**config.mk**
```make
export PLATFORM = sky130hd
export DESIGN_NAME = bbse_wgt
export DESIGN_NICKNAME = d
export VERILOG_FILES = /design/src/rtl/bbse_pkg.sv /design/src/rtl/bbse_wgt.sv
export SDC_FILE = /design/constraint.sdc
export NUM_CORES = 2
export LEC_CHECK = 0
export BUFFER_PORTS_ARGS = -buffer_cell sky130_fd_sc_hd__clkbuf_2
export CORE_UTILIZATION = 54
export CTS_CLUSTER_SIZE = 28
export DETAILED_ROUTE_END_ITERATION = 7
export PLACE_DENSITY = 0.82
export SLEW_MARGIN = 10
export SYNTH_ARGS = -nofsm -noshare
export SYNTH_HDL_FRONTEND = slang
export SYNTH_SLANG_ARGS = --single-unit
```
**constraint.sdc**
```tcl
create_clock -name clk -period 23.5 [get_ports clk]
set_input_delay 2.35 -clock clk [delete_from_list [all_inputs] [get_ports clk]]
set_output_delay 2.35 -clock clk [all_outputs]
set_load 0.02 [all_outputs]
```
**src/rtl/bbse_pkg.sv**
```systemverilog
// Package for the bicubic B-spline surface evaluator: command codes,
// fixed-point widths and the weight type. No dependencies.
package bbse_pkg;

	typedef enum logic [1:0] {
		CMD_WRITE = 2'd0,
		CMD_VALUE = 2'd1,
		CMD_DX    = 2'd2,
		CMD_DY    = 2'd3
	} cmd_t;

	localparam int REG_X_ORIGIN = 0;
	localparam int REG_Y_ORIGIN = 1;
	localparam int REG_X_SCALE  = 2;
	localparam int REG_Y_SCALE  = 3;
	localparam int REG_CELLS_X  = 4;
	localparam int REG_CELLS_Y  = 5;

	localparam int CfgIdxW = 3;
	localparam int CfgDataW = 32;
	localparam int CoefIdxW = 12;
	localparam int AxisW = 6;

	typedef logic signed [31:0] q16_t;
	// Weight in Q2.30, magnitude below 2^32.
	typedef logic signed [33:0] wgt_t;

endpackage

```
**src/rtl/bbse_wgt.sv**
```systemverilog
// Weight former for one axis: cubic B-spline weights in Q2.30 from a Q0.16
// fraction, one weight a cycle through a shared multiply. Uses bbse_pkg.
module bbse_wgt (
	input  logic                 clk,
	input  logic                 arst_n,
	input  logic                 start,
	input  logic [15:0]          frac,
	input  logic                 drv,
	output logic                 done,
	output bbse_pkg::wgt_t       w0,
	output bbse_pkg::wgt_t       w1,
	output bbse_pkg::wgt_t       w2,
	output bbse_pkg::wgt_t       w3
);
	import bbse_pkg::*;

	// Reciprocal of 3 scaled by 2^33; exact for every 32-bit dividend.
	localparam logic [31:0] RECIP3 = 32'hAAAA_AAAB;

	// Powers at Q.48; t^3 needs 48 bits, numerators need 52 signed.
	logic [2:0]         step_q;
	logic               busy_q;
	logic [31:0]        t2_q;
	logic [47:0]        t3_q;
	logic signed [52:0] num;
	logic [52:0]        mag;
	logic [52:0]        rnd;
	logic [31:0]        ysh;
	logic [33:0]        quo;
	logic [63:0]        recip;
	logic signed [52:0] one48, t1, t2, t3;
	wgt_t               wv;

	assign one48 = 53'sd1 <<< 48;
	assign t1 = $signed({5'd0, frac, 32'd0});
	assign t2 = $signed({5'd0, t2_q, 16'd0});
	assign t3 = $signed({5'd0, t3_q});

	always_comb begin
		num = '0;
		case (step_q)
			3'd2: num = drv ? (-3 * one48 + 6 * t1 - 3 * t2) : (one48 - 3 * t1 + 3 * t2 - t3);
			3'd3: num = drv ? (-12 * t1 + 9 * t2) : (4 * one48 - 6 * t2 + 3 * t3);
			3'd4: num = drv ? (3 * one48 + 6 * t1 - 9 * t2) : (one48 + 3 * t1 + 3 * t2 - 3 * t3);
			3'd5: num = drv ? (3 * t2) : t3;
			default: num = '0;
		endcase
		mag = num[52] ? 53'(-num) : num;
		// Divide by 6*2^18: round, shift by 19, then divide by 3 with a reciprocal
		// multiply. The magnitude never exceeds 4*2^48, so the shifted value fits 32 bits.
		rnd = mag + 53'(3 << 18);
		ysh = 32'(rnd >> 19);
		recip = 64'(ysh) * 64'(RECIP3);
		quo = 34'(recip[63:33]);
		wv = num[52] ? -$signed(quo) : $signed(quo);
	end

	always_ff @(posedge clk or negedge arst_n) begin
		if (!arst_n) begin
			step_q <= '0;
			busy_q <= 1'b0;
		end else if (start) begin
			step_q <= 3'd0;
			busy_q <= 1'b1;
		end else if (busy_q) begin
			step_q <= step_q + 3'd1;
			if (step_q == 3'd5) busy_q <= 1'b0;
		end
	end

	always_ff @(posedge clk) begin
		if (busy_q && step_q == 3'd0) t2_q <= frac * frac;
		if (busy_q && step_q == 3'd1) t3_q <= t2_q * frac;
		if (busy_q) begin
			case (step_q)
				3'd2: w0 <= wv;
				3'd3: w1 <= wv;
				3'd4: w2 <= wv;
				3'd5: w3 <= wv;
				default: ;
			endcase
		end
	end

	assign done = busy_q && step_q == 3'd5;
endmodule

```
==> out/metrics.cfg <==
[timing]
hold_viol_final=0
slew_viol_final=0
setup_viol=0
maxSlewHeadroom=0.0380
tns_ns=0
finalCritPeriodShare=0.869
rsz0062_at_grt=false
final.setup_skew_ns=0.0315
period_needed_ns=20.43
worst_pin_slew_ns=1.44
fmax_mhz=48.9

[setup_path]
cp_max_fo=15
reg2reg_to=w1[31]
slowest_stage=fa_1
worstPathRequired_ns=23.83
cpPeakStageDelay_ns=0.58
ff2ff_path_depth=74
arrival_ns=20.76
rr_startpoint=t3_q[2]
worstSetupStartpointType=register
cp-end-kind=register
r2r_slack_ns=3.07
critPathKind=register to register

[layout]
layout_commonest_cell=inv_1
drive_gt1_frac=0.0526
area_delta_synth_final_pct=5.53
layout.nets=10200
final_cell_mix=inv_1, ha_1, fa_1, nand2_1, a21oi_1
finish.instance_area_um2=74800

[cts]
clockBufferDepth=3
post_cts_buffers=0
cts_tree=done
h-tree-depth=1
clockRootBuffer=clkbuf_16
cts.sinks=219
post_cts_resized=0
clk_pin_slew_ns=0.07
clkLatencyLatePin_ns=0.65
numCtsBuffers=27
holdBufCountCts=0

[hold_path]
min-delay-start=step_q[1]
min_path_type=register to register
worstHoldPathCells=2
hold_path_end=step_q[1]

[synthesis]
ys_warn_count=0
netlist-cell-type-count=127
synth-edff-count=215
yosys.area_share.adder=0.467
synthMuxAreaShare=0.00544
async_reset_ff_frac=0.0183
ys_seq_elements=219
syn_area_um2=70900
synth_top_family_by_area=adder cells
yosys.area_share.simple=0.131
syn_inst=8077
synth_xor_area_frac=0.0591
ys.flop_type=edfxtp_1
avgSynthCellArea_um2=8.78
synth-compound-area-share=0.148
ys_seq_area_frac=0.0925

[drt]
wl_um=227000
drt-initial-drc-count=5731
drc=0
wl_per_cell_um=22.9
dr.pass1.iters=8
ant_nets=0
post_drt_via_cell_ratio=6.11
vias=60600

[floorplanning]
coreArea_um2=130000
die_y_um=364
die_x_um=364
initial_core_util=0.546
ios=157
num_rows=132
dieArea_um2=133000

[global_route]
antenna_found_initial=2
grt_max_degree=49
grt_pass1_wl_um=348000
grt-ovfl-total=0
grtUsageTotal=0.340
grt_pass1_vias=61900

[job]
drv_cap=0

[placed_design]
dpl_cell_area_um2=73900
hpwl_um=188000
io_buffers=156
gp_congestion=1.07

[outcome]
status=finished, final reports clean

[worst max-delay path by stage]
stage	startpoint	cells after the start	slack (ns)	to
finish	t3_q[2]	74	3.07	w1[31]
global route	t3_q[2]	74	1.77	w3[25]
CTS	t3_q[2]	71	3.35	w0[25]
detailed placement	frac[1]	67	3.08	w0[25]
global placement	frac[1]	70	3.43	w0[25]
floorplan	frac[1]	74	5.24	w0[27]
[cells by family (layout without fill, tap and decap cells)]
kind of cell               count (synthesis)  after routing
AOI/OAI and AO/OA                       1560           1560
DFF                                      219            219
xor gates and xnor gates                 472            472
adders and majority gates               2060           2060
and+or+nand+nor                         1922           1922
other                                      2              9
muxes                                     38             38
buffers and inverters                   1804           1900
[cell type report]
| class | instances | area (µm²) |
|---|---|---|
| Antenna cell | 2 | 5.00 |
| Clock buffer | 32 | 694 |
| Clock inverter | 17 | 253 |
| Fill cell | 11300 | 55000 |
| Inverter | 1588 | 5960 |
| Multi-Input combinational cell | 6059 | 57600 |
| Sequential cell | 219 | 6560 |
| Tap cell | 1742 | 2180 |
| Timing Repair Buffer | 263 | 1580 |
[per-layer routing]
layer	vias to the layer above	track usage	wire length, µm
met5	-	0	13
met4	2	0.204	16000
met3	864	0.0584	20400
met2	3267	0.567	105000
met1	29500	0.411	85500
li1	27000	-	-
[synth_stat cells, drive strengths merged, types with 16 or more instances]
cell / number / share of area
a221oi: 34 / 0.0044
a211o: 24 / 0.0030
xor2: 142 / 0.018
ha: 1080 / 0.19
nor2b: 60 / 0.0053
nand2: 669 / 0.035
o221ai: 24 / 0.0031
nor3: 121 / 0.0086
a31o: 16 / 0.0020
nand2b: 68 / 0.0061
o31ai: 28 / 0.0030
a2111oi: 19 / 0.0031
mux2i: 34 / 0.0048
o21bai: 93 / 0.010
xnor2: 330 / 0.041
o22ai: 24 / 0.0021
clkbuf: 190 / 0.010
a211oi: 46 / 0.0050
a31oi: 47 / 0.0043
o21a: 70 / 0.0074
fa: 979 / 0.28
and3: 61 / 0.0055
a21boi: 27 / 0.0029
or2: 28 / 0.0025
a21oi: 442 / 0.032
edfxtp: 215 / 0.091
nand4: 77 / 0.0069
and2: 168 / 0.015
buf: 26 / 0.0018
o21ai: 274 / 0.020
nand3b: 18 / 0.0019
a21o: 166 / 0.018
o211ai: 44 / 0.0047
or3: 37 / 0.0034
nand3: 114 / 0.0080
inv: 1580 / 0.084
nor2: 409 / 0.022
nor4: 26 / 0.0030
[worst max-delay path: cells and delay by family (launching register included)]
kind | cells | cell delay (ns)
xor+xnor | 3 | 1.11
flops | 1 | 0.53
simple gates | 16 | 3.91
compound gates | 34 | 7.89
fa+ha+maj | 12 | 5.40
buf+inv | 8 | 0.91
mux | 1 | 0.33
[per-stage QoR]
| stage | std cells | hold WS [ns] | util | setup WS [ns] |
|---|---|---|---|---|
| floorplan | 8082 | 0.512 | - | 5.24 |
| global placement | 9871 | 0.561 | 0.569 | 3.43 |
| detailed placement | 9871 | 0.592 | 0.569 | 3.08 |
| CTS | 9920 | 0.603 | 0.576 | 3.35 |
| global route | 9920 | 0.653 | 0.576 | 1.77 |
| finish | 9922 | 0.612 | 0.576 | 3.07 |
[sequential cells by signal, summed over array words and instances (netlist names)]
register and count:
busy_q 1, step_q 3, t2_q 31, t3_q 48, w0 34, w1 34, w2 34, w3 34
Power is left out: the tool's default activity adds up to more than one toggle a clock period on the data nets, which glitch-free logic cannot reach.
